[src/hw/rtl/egc_pkg.sv]
// Shared types and constants for the Eulerian graph classifier.
// Used by egc_front, egc_back and the top level; no dependencies.
`timescale 1ns / 1ps
`default_nettype none
package egc_pkg;
	localparam int unsigned VertexW = 4;
	localparam int unsigned CountW  = 5;

	typedef enum logic [0:0] {
		REQ_ADD  = 1'b0,
		REQ_EVAL = 1'b1
	} req_t;

	typedef enum logic [1:0] {
		VERDICT_NONE  = 2'd0,
		VERDICT_PATH  = 2'd1,
		VERDICT_CYCLE = 2'd2
	} verdict_t;

	typedef struct packed {
		req_t               req;
		logic [VertexW-1:0] a;
		logic [VertexW-1:0] b;
	} cmd_t;

	typedef struct packed {
		logic [1:0]        verdict;
		logic              connected;
		logic [CountW-1:0] odd_vertices;
	} res_t;
endpackage
`default_nettype wire

[src/hw/rtl/eulerian_graph_classifier.sv]
// Top level of the Eulerian graph classifier: command queue plus back end.
// Depends on egc_pkg, egc_front and egc_back.
`timescale 1ns / 1ps
`default_nettype none
// Edge items are taken into a two-entry queue and applied one per cycle by
// the back end while it is idle. An evaluate item walks the graph depth
// first, one stack pop and one discovered neighbor per cycle, then counts
// odd vertices one per cycle, and its result waits in an output register;
// edges keep loading behind it, but the next evaluate holds until it is popped.
module eulerian_graph_classifier #(
	parameter int unsigned MAX_VERTICES = 16
) (
	input  wire logic       clk,
	input  wire logic       arst_n,
	input  wire logic       cfg_we,
	input  wire logic [4:0] cfg_wdata,
	input  wire logic       push,
	output logic            full,
	input  wire logic [0:0] req_type,
	input  wire logic [3:0] vertex_a,
	input  wire logic [3:0] vertex_b,
	output logic            empty,
	input  wire logic       pop,
	output logic [1:0]      verdict,
	output logic            connected,
	output logic [4:0]      odd_vertices
);
	logic [4:0]    vcount_q;
	egc_pkg::cmd_t cmd_in, cmd;
	egc_pkg::res_t res;
	logic          cmd_valid, cmd_take, res_valid;

	always_ff @(posedge clk or negedge arst_n) begin
		if (!arst_n) begin
			vcount_q <= 5'd16;
		end else if (cfg_we) begin
			vcount_q <= cfg_wdata;
		end
	end

	assign cmd_in.req = egc_pkg::req_t'(req_type);
	assign cmd_in.a   = vertex_a;
	assign cmd_in.b   = vertex_b;

	egc_front u_front (
		.clk(clk), .arst_n(arst_n), .push(push), .full(full), .cmd_in(cmd_in),
		.cmd_valid(cmd_valid), .cmd_take(cmd_take), .cmd_out(cmd)
	);

	egc_back #(.MaxVertices(MAX_VERTICES)) u_back (
		.clk(clk), .arst_n(arst_n), .vertex_count(vcount_q), .cmd_valid(cmd_valid),
		.cmd_take(cmd_take), .cmd(cmd), .res_valid(res_valid), .res_take(pop), .res(res)
	);

	assign empty        = !res_valid;
	assign verdict      = res.verdict;
	assign connected    = res.connected;
	assign odd_vertices = res.odd_vertices;
endmodule
`default_nettype wire

[src/hw/rtl/egc_front.sv]
// Front end: accepts items into a short command queue.
// Depends on egc_pkg.
`timescale 1ns / 1ps
`default_nettype none
module egc_front (
	input  wire logic          clk,
	input  wire logic          arst_n,
	input  wire logic          push,
	output logic               full,
	input  wire egc_pkg::cmd_t cmd_in,
	output logic               cmd_valid,
	input  wire logic          cmd_take,
	output egc_pkg::cmd_t      cmd_out
);
	egc_pkg::cmd_t slot_q [2];
	logic          wr_q, rd_q;
	logic [1:0]    cnt_q;
	logic          do_push, do_pop;

	assign full      = cnt_q == 2'd2;
	assign cmd_valid = cnt_q != 2'd0;
	assign cmd_out   = slot_q[rd_q];
	assign do_push   = push && !full;
	assign do_pop    = cmd_take && cmd_valid;

	always_ff @(posedge clk) begin
		if (do_push) begin
			slot_q[wr_q] <= cmd_in;
		end
	end

	always_ff @(posedge clk or negedge arst_n) begin
		if (!arst_n) begin
			wr_q  <= 1'b0;
			rd_q  <= 1'b0;
			cnt_q <= 2'd0;
		end else begin
			if (do_push) wr_q <= !wr_q;
			if (do_pop)  rd_q <= !rd_q;
			cnt_q <= cnt_q + {1'b0, do_push} - {1'b0, do_pop};
		end
	end
endmodule
`default_nettype wire

[src/hw/rtl/egc_back.sv]
// Back end: graph stores, edge insertion, depth-first walk and verdict.
// Depends on egc_pkg.
`timescale 1ns / 1ps
`default_nettype none
module egc_back #(
	parameter int unsigned MaxVertices = 16
) (
	input  wire logic          clk,
	input  wire logic          arst_n,
	input  wire logic [4:0]    vertex_count,
	input  wire logic          cmd_valid,
	output logic               cmd_take,
	input  wire egc_pkg::cmd_t cmd,
	output logic               res_valid,
	input  wire logic          res_take,
	output egc_pkg::res_t      res
);
	localparam int unsigned IdxW = (MaxVertices > 1) ? $clog2(MaxVertices) : 1;
	localparam int unsigned DepW = $clog2(MaxVertices + 1);

	typedef enum logic [3:0] {
		ST_IDLE  = 4'b0001,
		ST_POP   = 4'b0010,
		ST_SCAN  = 4'b0100,
		ST_COUNT = 4'b1000
	} state_t;

	state_t                 state_q;
	logic [MaxVertices-1:0] adj_q [MaxVertices];
	logic [MaxVertices-1:0] odd_q, has_q, vis_q, fresh_q, cnt_bits_q;
	logic [IdxW-1:0]        stk_q [MaxVertices];
	logic [DepW-1:0]        dep_q;
	logic [IdxW-1:0]        pick_idx;
	logic [4:0]             oddc_q;
	logic [4:0]             ncnt;
	logic [MaxVertices-1:0] mask, live, pick;
	logic [MaxVertices-1:0] bit_a, bit_b;
	logic [IdxW-1:0]        first, top;
	logic                   in_a, in_b;

	assign ncnt = ({27'd0, vertex_count} > MaxVertices) ? 5'(MaxVertices) : vertex_count;
	always_comb begin
		for (int i = 0; i < MaxVertices; i++) mask[i] = i < ncnt;
		live  = has_q & mask;
		first = '0;
		for (int i = MaxVertices - 1; i >= 0; i--) if (live[i]) first = IdxW'(i);
		pick = fresh_q & (~fresh_q + 1'b1);
	end
	assign in_a  = {1'b0, cmd.a} < ncnt;
	assign in_b  = {1'b0, cmd.b} < ncnt;
	assign bit_a = MaxVertices'(1) << cmd.a;
	assign bit_b = MaxVertices'(1) << cmd.b;
	assign top   = stk_q[IdxW'(dep_q - 1'b1)];
	assign cmd_take = state_q == ST_IDLE && cmd_valid
		&& (cmd.req == egc_pkg::REQ_ADD || !res_valid);

	always_comb begin
		pick_idx = '0;
		for (int i = MaxVertices - 1; i >= 0; i--) if (pick[i]) pick_idx = IdxW'(i);
	end

	always_ff @(posedge clk) begin
		if (state_q == ST_IDLE && cmd_take && cmd.req == egc_pkg::REQ_EVAL) begin
			stk_q[0] <= first;
		end else if (state_q == ST_SCAN && fresh_q != '0 && dep_q < DepW'(MaxVertices)) begin
			stk_q[IdxW'(dep_q)] <= pick_idx;
		end
	end

	always_ff @(posedge clk or negedge arst_n) begin
		if (!arst_n) begin
			state_q    <= ST_IDLE;
			for (int i = 0; i < MaxVertices; i++) adj_q[i] <= '0;
			odd_q      <= '0;
			has_q      <= '0;
			vis_q      <= '0;
			fresh_q    <= '0;
			cnt_bits_q <= '0;
			dep_q      <= '0;
			oddc_q     <= '0;
			res_valid  <= 1'b0;
			res        <= '0;
		end else begin
			if (res_valid && res_take) res_valid <= 1'b0;
			unique case (state_q)
				ST_IDLE: begin
					if (cmd_take) begin
						if (cmd.req == egc_pkg::REQ_ADD) begin
							if (in_a && in_b) begin
								adj_q[cmd.a] <= adj_q[cmd.a] | bit_b;
								if (cmd.a != cmd.b) begin
									adj_q[cmd.b] <= adj_q[cmd.b] | bit_a;
									odd_q <= odd_q ^ (bit_a | bit_b);
								end
								has_q <= has_q | bit_a | bit_b;
							end
						end else begin
							cnt_bits_q <= odd_q & mask;
							oddc_q     <= '0;
							if (live != '0) begin
								vis_q   <= live & (~live + 1'b1);
								dep_q   <= DepW'(1);
								state_q <= ST_POP;
							end else begin
								vis_q   <= '0;
								dep_q   <= '0;
								state_q <= ST_COUNT;
							end
						end
					end
				end
				ST_POP: begin
					if (dep_q == '0) begin
						state_q <= ST_COUNT;
					end else begin
						dep_q   <= dep_q - 1'b1;
						fresh_q <= adj_q[top] & mask & ~vis_q;
						state_q <= ST_SCAN;
					end
				end
				ST_SCAN: begin
					if (fresh_q == '0) begin
						state_q <= ST_POP;
					end else begin
						vis_q   <= vis_q | pick;
						fresh_q <= fresh_q & ~pick;
						if (dep_q < DepW'(MaxVertices)) dep_q <= dep_q + 1'b1;
					end
				end
				ST_COUNT: begin
					if (cnt_bits_q != '0) begin
						oddc_q     <= oddc_q + 5'd1;
						cnt_bits_q <= cnt_bits_q & (cnt_bits_q - 1'b1);
					end else begin
						res.connected    <= (live & ~vis_q) == '0;
						res.odd_vertices <= oddc_q;
						res.verdict      <= ((live & ~vis_q) != '0 || oddc_q > 5'd2)
							? egc_pkg::VERDICT_NONE
							: (oddc_q != 5'd0) ? egc_pkg::VERDICT_PATH : egc_pkg::VERDICT_CYCLE;
						res_valid <= 1'b1;
						state_q   <= ST_IDLE;
					end
				end
				default: state_q <= ST_IDLE;
			endcase
		end
	end
endmodule
`default_nettype wire

[config.mk]
export PLATFORM = sky130hd
export DESIGN_NAME = eulerian_graph_classifier
export DESIGN_NICKNAME = d
export VERILOG_FILES = /design/src/hw/rtl/egc_pkg.sv /design/src/hw/rtl/eulerian_graph_classifier.sv /design/src/hw/rtl/egc_front.sv /design/src/hw/rtl/egc_back.sv
export SDC_FILE = /design/constraint.sdc
export NUM_CORES = 1
export LEC_CHECK = 0
export BUFFER_PORTS_ARGS = -buffer_cell sky130_fd_sc_hd__buf_4
export CELL_PAD_IN_SITES_DETAIL_PLACEMENT = 0
export CELL_PAD_IN_SITES_GLOBAL_PLACEMENT = 1
export CORE_AREA = 5 5 287 289
export CTS_CLUSTER_DIAMETER = 30
export DETAILED_ROUTE_END_ITERATION = 10
export DIE_AREA = 0 0 292 294
export GPL_ROUTABILITY_DRIVEN = 0
export PLACE_DENSITY_LB_ADDON = 0.1
export REMOVE_ABC_BUFFERS = 1
export SLEW_MARGIN = 15
export SYNTH_ARGS = -nofsm -noshare
export SYNTH_HDL_FRONTEND = slang
export SYNTH_SLANG_ARGS = --single-unit
[constraint.sdc]
create_clock -name clk -period 9.9 [get_ports clk]
set_input_delay 1.98 -clock clk [delete_from_list [all_inputs] [get_ports clk]]
set_output_delay 1.98 -clock clk [all_outputs]
set_load 0.03 [all_outputs]
After elaboration in Yosys (flattened, before gate mapping)
Memory sizes are Yosys's and may differ from the RTL's.
Cells that the tools add are included.
{"block": "totals", "n_memories": 2, "output_inout_bits": 10, "register_bits": 368, "ram_bits": 82, "input_bits": 19, "elab_cells": 243}
{"block": "op_classes", "shifts": 2, "n_bitwise": 25, "n_reduce_logical": 40, "eq_ne": 14, "order_cmp": 26, "n_mux": 94, "add_sub_neg": 8}
{"name": "u_back.stk_q", "depth": 16, "width": 4, "read_ports": 1, "rd_clocked_by_memory_dff": 0, "wr": 1, "line": "egc_back.sv:31", "source": "logic [IdxW-1:0] stk_q [MaxVertices];"}
{"name": "u_front.slot_q", "depth": 2, "width": 9, "read_ports": 1, "rd_clocked_by_memory_dff": 0, "wr": 1, "line": "egc_front.sv:15", "source": "egc_pkg::cmd_t slot_q [2];"}
{"cell": "$bwmux 256", "count": 2}
{"cell": "$mux 16", "count": 17}
{"cell": "$mux 256", "count": 1}
{"cell": "$bmux 16 s4", "count": 3}
{"cell": "$mux 4", "count": 40}
{"cell": "$and 16x16->16", "count": 9}
{"cell": "$demux 16 s4", "count": 2}
{"cell": "$or 16x16->16", "count": 6}
{"cell": "$pmux 16 s2", "count": 3}
{"cell": "$not 16->16", "count": 4}
{"cell": "$reduce_bool 16->1", "count": 4}
{"cell": "$mux 5", "count": 9}
{"cell": "$lt 4x5->1 const A", "count": 8}
{"cell": "$add 16x1->16 const B", "count": 2}
{"cell": "$logic_not 16->1", "count": 2}
{"cell": "$shl 1x4->16 const A", "count": 2}
{"cell": "$lt 3x5->1 const A", "count": 4}
{"cell": "$pmux 4 s4", "count": 1}
{"cell": "$reduce_and 4->1", "count": 4}
{"cell": "$sub 16x1->16 const B", "count": 1}
{"cell": "$xor 16x16->16", "count": 1}
{"cell": "$ge 5x5->1 const B", "count": 3}
{"cell": "$not 4->5", "count": 3}
{"cell": "$pmux 5 s3", "count": 1}
{"cell": "other kinds (35)", "count": 77}

Longest topological paths before layout
Gate-level depths: netlist of run 1.
{"block": "depth", "word_depth": 21, "ltp_mapped": 15, "mapped_depth_nobuf": 10}

Modules after synthesis
A second synthesis of run 1 with hierarchy kept.
{"block": "unflattened", "hier_cells": 2423, "area_unflattened_um2": 27406.3}
{"mod": "egc_back", "cells_per_inst": 2366, "area_each_um2": 26367.8, "instances": 1, "seq_area_each_um2": 10906.7}
{"mod": "egc_front", "cells_per_inst": 46, "area_each_um2": 852.1, "instances": 1, "seq_area_each_um2": 640.6}
{"mod": "eulerian_graph_classifier", "cells_per_inst": 11, "area_each_um2": 186.4, "instances": 1, "seq_area_each_um2": 126.4}

Worst setup path before layout of run 1
No wires, ideal clock.
{"block": "synth_timing", "path_kind": "reg-to-reg", "from": "register u_back.dep_q[0]", "to": "register u_back.fresh_q[15]", "required_time_ps": 9762, "setup_slack_ps": 6354, "synth_period_minus_slack_ps": 3546, "path_buffers": 3, "setup_ps": 138, "arrival_ps": 3408, "stages_incl_launch_ff": 13, "path_cell_list": "dfrtp_1 > buf_2 > clkinv_1 > ha_1 > xnor2_2 > mux4_2 > mux2i_1 > and2_1 > clkbuf_1 > clkbuf_1 > nand3_1 > nand4_1 > o221ai_1"}
{"block": "synth_between", "elab_chain_cells": 10, "elab_cells_between_ends": 13, "cone_classes": "add/sub: 1; eq/ne: 1; mux: 5; bitwise: 3; reduce/logical: 2; memory: 1"}
{"item": "from (decl)", "line": "egc_back.sv:32", "source": "logic [DepW-1:0] dep_q;"}
{"item": "from (signal assigned)", "line": "egc_back.sv:102", "source": "dep_q <= DepW'(1);"}
{"item": "from (signal assigned)", "line": "egc_back.sv:116", "source": "dep_q <= dep_q - 1'b1;"}
{"item": "from (signal assigned)", "line": "egc_back.sv:127", "source": "if (dep_q < DepW'(MaxVertices)) dep_q <= dep_q + 1'b1;"}
{"item": "$sub 5x1->5", "line": "egc_back.sv:53", "source": "assign top = stk_q[IdxW'(dep_q - 1'b1)];"}
{"item": "$mem_v2 16x4"}
{"item": "$not 4->5 (not written as such)", "line": "egc_back.sv:117", "source": "fresh_q <= adj_q[top] & mask & ~vis_q;"}
{"item": "$bmux 16 s4", "line": "egc_back.sv:117"}
{"item": "$mux 16 (not written as such) (2 in a row)", "line": "egc_back.sv:117"}
{"item": "$and 16x16->16 (2 in a row)", "line": "egc_back.sv:117"}
{"item": "$mux 16", "line": "egc_back.sv:113", "source": "if (dep_q == '0) begin"}
{"item": "$pmux 16 s2", "line": "egc_back.sv:85", "source": "unique case (state_q)"}
{"item": "to (signal assigned)", "line": "egc_back.sv:117"}
{"item": "to (signal assigned)", "line": "egc_back.sv:126", "source": "fresh_q <= fresh_q & ~pick;"}
{"item": "to (decl)", "line": "egc_back.sv:30", "source": "logic [MaxVertices-1:0] odd_q, has_q, vis_q, fresh_q, cnt_bits_q;"}
Several ways; a longest one is shown, not always the timed one. The select of a mux whose other input is x is not followed.
A chain may end at the register's enable or synchronous reset.

Final worst setup path of run 1
{"block": "layout_timing", "from": "register u_front.rd_q", "to": "register u_back.adj_q[140] (netlist name)"}
{"block": "layout_between", "elab_chain_cells": 9, "elab_cells_between_ends": 34, "cone_classes": "order compare: 6; eq/ne: 1; shift: 2; mux: 13; bitwise: 5; reduce/logical: 6; memory: 1"}
{"item": "from (decl)", "line": "egc_front.sv:16", "source": "logic wr_q, rd_q;"}
{"item": "from (signal assigned)", "line": "egc_front.sv:39", "source": "if (do_pop) rd_q <= !rd_q;"}
{"item": "$mem_v2 2x9 (*)"}
{"item": "$not 4->5 (not written as such)", "line": "egc_back.sv:90", "source": "adj_q[cmd.a] <= adj_q[cmd.a] | bit_b;"}
{"item": "$ge 5x5->1 (not written as such) (tied with other cells)", "line": "egc_back.sv:90"}
{"item": "$logic_and 1x1->1 (not written as such) / $mux 16 (equally long branches)", "line": "egc_back.sv:90"}
{"item": "$mux 16 (not written as such)", "line": "egc_back.sv:90"}
{"item": "$demux 16 s4 / $or 16x16->16 (equally long branches)", "line": "egc_back.sv:90"}
{"item": "$bwmux 256", "line": "egc_back.sv:90"}
{"item": "$bwmux 256", "line": "egc_back.sv:92", "source": "adj_q[cmd.b] <= adj_q[cmd.b] | bit_a;"}
{"item": "$mux 256", "line": "egc_back.sv:91", "source": "if (cmd.a != cmd.b) begin"}
{"item": "to (signal, indexed assignment)", "line": "egc_back.sv:90"}
{"item": "to (signal, indexed assignment)", "line": "egc_back.sv:92"}
{"item": "to (decl)", "line": "egc_back.sv:29", "source": "logic [MaxVertices-1:0] adj_q [MaxVertices];"}
Every way passes the cells marked *; elsewhere a longest branch is shown, timed or not. The select of a mux whose other input is x is not followed.

==> impl_metrics.csv, run 1 <==
group,metric,value,unit
outcome,status,"finished clean",
placement,dp_hpwl,85450,um
grt,track_usage,0.3164,
timing,slew_violations,0,
timing,fin_crit_sh,0.5746,
clock_tree,clk_latency,0.72,ns
grt,grt_pass1_wl,203000,um
clock_tree,clock_tree.buffer_depth,3,
grt,antenna_found_initial,8,
setup_path,cp-end-kind,"flip-flop",
die,start_util,0.3453,
clock_tree,cts-htree-levels,4,
timing,finalHoldViolations,0,
timing,slew_headroom,0.08506,
timing,max_freq,175.8,MHz
grt,grt_overflow,0,
drt,routedWlPerCell,30.46,um
timing,setup_viol,0,
setup_path,cp.required,10.52,ns
job,cap_violations,0,
clock_tree,clock-root-buffer,"clkbuf_16",
final_layout,final_common_cell,"nand2_1",
yosys,ys_async_sr_fraction,0.8178,
clock_tree,cts_tree,"built",
yosys,syn_area,0.02750,sq mm
die,row_count,104,
yosys,syn_inst,3455,
min_path,hold_path_class,"reg -> reg",
setup_path,worstSetupPathType,"reg -> reg",
final_layout,syn_to_final_growth,23.24,%
timing,rsz0062_at_grt,"false",
yosys,synth_edf_count,82,
yosys,yosysUniqueCellTypes,75,
setup_path,cp-start-kind,"flip-flop",
die,die_area,0.08585,sq mm
clock_tree,cts-buffers-inserted,140,
timing,fin_ws,4.211,ns
placement,io_buffer_count,28,
drt,drc,0,
yosys,yosys_warnings,0,
yosys,ys_ff_latch,450,
drt,dr.pass1.iters,6,
final_layout,final_cell_count_no_fill,4613,
yosys,synthTopCellsByArea,"dfrtp_1 33%, nand2_1 11%, edfxtp_1 9.0%",
drt,antenna_left,0,
yosys,synth_top_area_frac,0.3330,
drt,drt_iter0_markers,3946,
die,io_pins,29,
final_layout,mostFrequentLayoutCells,"789 x nand2_1, 366 x dfrtp_1, 358 x nor2_1",
drt,routed_wl,140500,um
timing,min_period,5.689,ns
placement,place_ws,4.240,ns
yosys,ys_seq_area_frac,0.4245,
clock_tree,hold_buffers,0,
final_layout,drive_gt1_frac,0.1380,
drt,via_per_inst,6.400,
yosys,postSynthAreaPerCell,7.960,sq um
die,die_w,292,um
timing,tightest_slew,1.360,ns
timing,skew,0.02453,ns
setup_path,critical_path.max_fanout,40,
die,die_y,294,um
final_layout,fin_nets,3469,
setup_path,r2r_slack,4.21,ns
clock_tree,cts_resized,0,
placement,dp.cells,4353,
grt,grt_max_degree,220,
drt,via_count,29520,
clock_tree,cts_sinks,450,
clock_tree,postCtsSetupRepairBufs,0,
yosys,yosysTopAreaCell,"dfrtp_1",
grt,grt_pass1_vias,28560,
die,fp.coreArea,0.07964,sq mm
setup_path,arrival,6.30,ns
clock_tree,clk_pin_slew_worst_paths,0.05,ns
yosys,dominantRegCellSynth,"dfrtp_1",
## kinds of logic after synthesis
logic type      synth area share
flops                     0.4245
fa+ha+maj               0.006369
simple gates              0.2487
xor+xnor                0.009828
buf+inv                  0.04932
mux                      0.03967
compound gates            0.2217
## layer usage
metal,up-vias,GRT usage,routed length (um)
li1,12570,-,-
met1,14560,0.4190,56950
met2,1891,0.4640,60190
met3,491,0.09894,15240
met4,8,0.1681,8087
met5,-,0,60
## cell type report
cell class              count  area (sq um)
clock buffers             189          3970
diodes                      1         2.502
flip-flops and latches    450         11670
fillers                  7988         45740
well taps                1060          1326
inverters                  26         97.59
clock inverters            69         939.7
multi-input cells        2681         14780
repair buffers            137          1101
## metrics by stage
stage | util | hold slack (ns) | cell area (sq um) | TNS (ns)
finish | 0.4256 | 0.4684 | 33890 | 0
global route | 0.4256 | 0.4900 | 33890 | 0
CTS | 0.4248 | 0.4662 | 33830 | 0
detailed placement | 0.3632 | 0.4498 | 28920 | 0
global placement | 0.3629 | 0.4459 | 28900 | 0
floorplan | - | 0.4324 | 26240 | -559.32
## state kept, by name, summed over array words and instances, names as in the netlist
| name | flops |
|---|---|
| u_back.adj_q | 256 |
| u_back.has_q | 16 |
| u_back.odd_q | 16 |
| vcount_q | 5 |
| u_back.res_valid | 1 |
| u_back.state_q | 4 |
| u_front.rd_q | 1 |
| u_back.oddc_q | 5 |
| u_back.fresh_q | 16 |
| u_front.wr_q | 1 |
| u_back.cnt_bits_q | 16 |
| u_back.stk_q | 64 |
| u_front.cnt_q | 2 |
| u_back.dep_q | 5 |
| u_back.res | 8 |
| u_back.vis_q | 16 |
| u_front.slot_q | 18 |
## path summary, 6_finish.rpt
path | from | endpoint | cells after the start
max | u_front.rd_q | u_back.adj_q[140] | 9
min | u_back.has_q[12] | u_back.has_q[12] | 1
max reg2reg | u_front.rd_q | u_back.adj_q[140] | 9
min reg2reg | u_back.has_q[12] | u_back.has_q[12] | 1
max in group asynchronous | arst_n | u_back.adj_q[253] | 3
min in group asynchronous | arst_n | u_back.res[2] | 1
## critical path: stages (launching register included)
cell and delay, ns:
dfrtp_1 1.09, mux2i_4 0.37, buf_4 0.50, buf_4 0.57
xnor2_1 0.14, nand4_1 0.64, nand3_1 1.01, a21oi_4 0.98
nor2_1 0.08, a21oi_1 0.14
## Yosys cell counts, types with 7 or more instances
library cell / n
nor4_1: 18
a32o_1: 18
or2_2: 21
clkbuf_1: 177
o21ai_0: 69
xor2_1: 15
o21a_1: 11
and2_1: 10
o211ai_1: 7
a311oi_1: 98
mux4_2: 17
xnor2_1: 14
inv_1: 24
nand2_1: 792
edfxtp_1: 82
mux2_2: 14
a211oi_1: 33
a32oi_1: 16
nand4_1: 36
nor3_1: 21
nand3_1: 161
buf_1: 25
ha_1: 14
and3_1: 103
nand2b_1: 17
a21o_1: 13
a21oi_1: 316
nor2_1: 367
a31oi_1: 51
dfrtp_1: 366
o22ai_1: 273
buf_2: 91
o21ai_1: 26
mux2i_1: 50
Power of run 1 is not shown: default switching activity piles up to over one toggle a cycle in this logic, so the estimate is an artifact.
==> run 2, diff against run 1 <==
clock period = 5.97 ns   (was 9.9 ns; I/O delays follow)
==> run 2 against run 1 <==
Compared with the run above:
- clock-buffer cell count increased by 2
- setup slack got worse by 3.0 ns
- clock skew increased by 0.0063 ns
- cell count increased by 0.63%
- global-route usage increased by 0.79 points
- via count increased by 1.3%
- sequential share of layout area about the same
- critical path type unchanged
==> impl_metrics.csv, run 2 (synthesis gave the netlist of run 1 again) <==
group,metric,value,unit
grt,grt_pass1_vias,28810,
clock_tree,cts-htree-levels,4,
timing,slew_headroom,0.2154,
timing,skew,0.03085,ns
setup_path,reg2reg_to,"u_back.adj_q[82]",
timing,min_period,4.752,ns
grt,grt_overflow,0,
final_layout,mostFrequentLayoutCells,"790 x nand2_1, 366 x dfrtp_1, 358 x nor2_1",
final_layout,drive_gt1_frac,0.1410,
drt,routedWlPerCell,31.06,um
clock_tree,cts_sinks,450,
setup_path,crit_start,"u_front.rd_q",
die,io_pins,29,
grt,grt_max_degree,164,
clock_tree,hold_buffers,0,
final_layout,syn_to_final_growth,23.31,%
setup_path,cp.depth,10,
setup_path,cp-start-kind,"flip-flop",
final_layout,num_antenna_cells,0,
die,die_w,292,um
drt,via_per_inst,6.442,
drt,antenna_left,0,
drt,routed_wl,144200,um
timing,tightest_slew,1.176,ns
setup_path,cp-end-kind,"flip-flop",
setup_path,worstSetupPathType,"reg -> reg",
setup_path,rr_worst_depth,10,
drt,drt_iter0_markers,3854,
job,cap_violations,0,
clock_tree,cts_tree,"built",
timing,fin_crit_sh,0.7959,
grt,track_usage,0.3243,
die,die_area,0.08585,sq mm
setup_path,r2r_slack,1.22,ns
timing,max_freq,210.5,MHz
setup_path,arrival,5.39,ns
min_path,hold_path_class,"reg -> reg",
placement,io_buffer_count,28,
timing,rsz0062_at_grt,"false",
timing,fin_ws,1.218,ns
drt,dr.pass1.iters,8,
die,die_y,294,um
final_layout,fin_nets,3512,
drt,drc,0,
setup_path,r2r_start,"u_front.rd_q",
clock_tree,cts_resized,0,
final_layout,largest_register,"u_back.adj_q",
clock_tree,cts-buffers-inserted,136,
setup_path,path_buf_inv,3,
setup_path,cp_cell_sequence,"buf_4 > mux2_4 > buf_4 > nor2_1 > nand2_1 > buf_4 > o21a_1 > nor2_4 > nor2_1 > a21oi_1",
timing,setup_viol,0,
setup_path,cpPeakStageDelay,0.87,ns
setup_path,crit_end,"u_back.adj_q[82]",
die,fp.coreArea,0.07964,sq mm
timing,setup_tns,0,ns
setup_path,cp.required,6.61,ns
setup_path,cpLargestDelayFamily,"simple AND/OR/NAND/NOR gates",
outcome,status,"finished clean",
clock_tree,postCtsSetupRepairBufs,0,
clock_tree,clock_tree.buffer_depth,3,
timing,slew_violations,0,
clock_tree,clk_pin_slew_worst_paths,0.05,ns
die,start_util,0.3453,
clock_tree,clock-root-buffer,"clkbuf_16",
final_layout,final_common_cell,"nand2_1",
final_layout,largest_reg_flops,256,
final_layout,top_regs,"u_back.adj_q: 256 flops, u_back.stk_q: 64 flops, u_front.slot_q: 18 flops",
grt,antenna_found_initial,0,
timing,finalHoldViolations,0,
setup_path,critical_path.max_fanout,56,
setup_path,critPathSlowestCell,"dfrtp_1",
clock_tree,clk_latency,0.73,ns
placement,place_ws,1.409,ns
placement,dp_hpwl,88930,um
die,row_count,104,
setup_path,cp_common_cell,"buf_4",
grt,grt_pass1_wl,207000,um
drt,via_count,29900,
[run 2: cell types whose count changed in the layout (fill, tap and decap cells not counted), sizes merged]
cell and delta:
buf +47, bufinv -12, clkinv -3, clkinvlp -3, clkbuf +2, diode -1, inv -1
[run 2: worst min path at each step]
stage	depth (start not counted)	endpoint	start
after floorplan	1	u_back.has_q[12]	u_back.has_q[12]
after global placement	1	u_back.odd_q[1]	u_back.odd_q[1]
after detailed placement	1	u_back.odd_q[10]	u_back.odd_q[10]
after CTS	1	u_back.odd_q[4]	u_back.odd_q[4]
after global routing	1	u_back.odd_q[11]	u_back.odd_q[11]
final	1	u_back.has_q[12]	u_back.has_q[12]
[run 2: final cells by class]
cell class | count | area, sq um
tap | 1060 | 1326
inverter | 26 | 97.59
clock inverter | 50 | 545.5
fill | 7973 | 45720
timing repair buffer | 184 | 1617
multi-input combinational | 2681 | 14740
sequential | 450 | 11670
clock buffer | 191 | 3913
[run 2: worst reg2reg max path, stage by stage (launching register included)]
cell     delay, ns
dfrtp_1       0.87
buf_4         0.31
mux2_4        0.58
buf_4         0.37
nor2_1        0.70
nand2_1       0.30
buf_4         0.33
o21a_1        0.25
nor2_4        0.69
nor2_1        0.13
a21oi_1       0.14
[run 2: metrics by stage]
step                hold WS (ns)  utilization  cell area (sq um)  std cells
floorplan                 0.4324            -              26240       3157
global placement          0.4552       0.3691              29400       4398
detailed placement        0.4602       0.3697              29440       4401
CTS                       0.4715       0.4257              33900       4642
global route              0.4767       0.4258              33910       4642
finish                    0.4673       0.4258              33910       4642
[run 2: routing by layer]
| layer | part of all wire | up-vias | global-route usage |
|---|---|---|---|
| met3 | 0.12 | 489 | 0.1114 |
| met1 | 0.40 | 14730 | 0.4300 |
| met2 | 0.42 | 2050 | 0.4686 |
| met4 | 0.059 | 0 | 0.1698 |
| li1 | - | 12640 | - |
| met5 | 0 | - | 0 |
Power of run 2 is left out for the same reason.
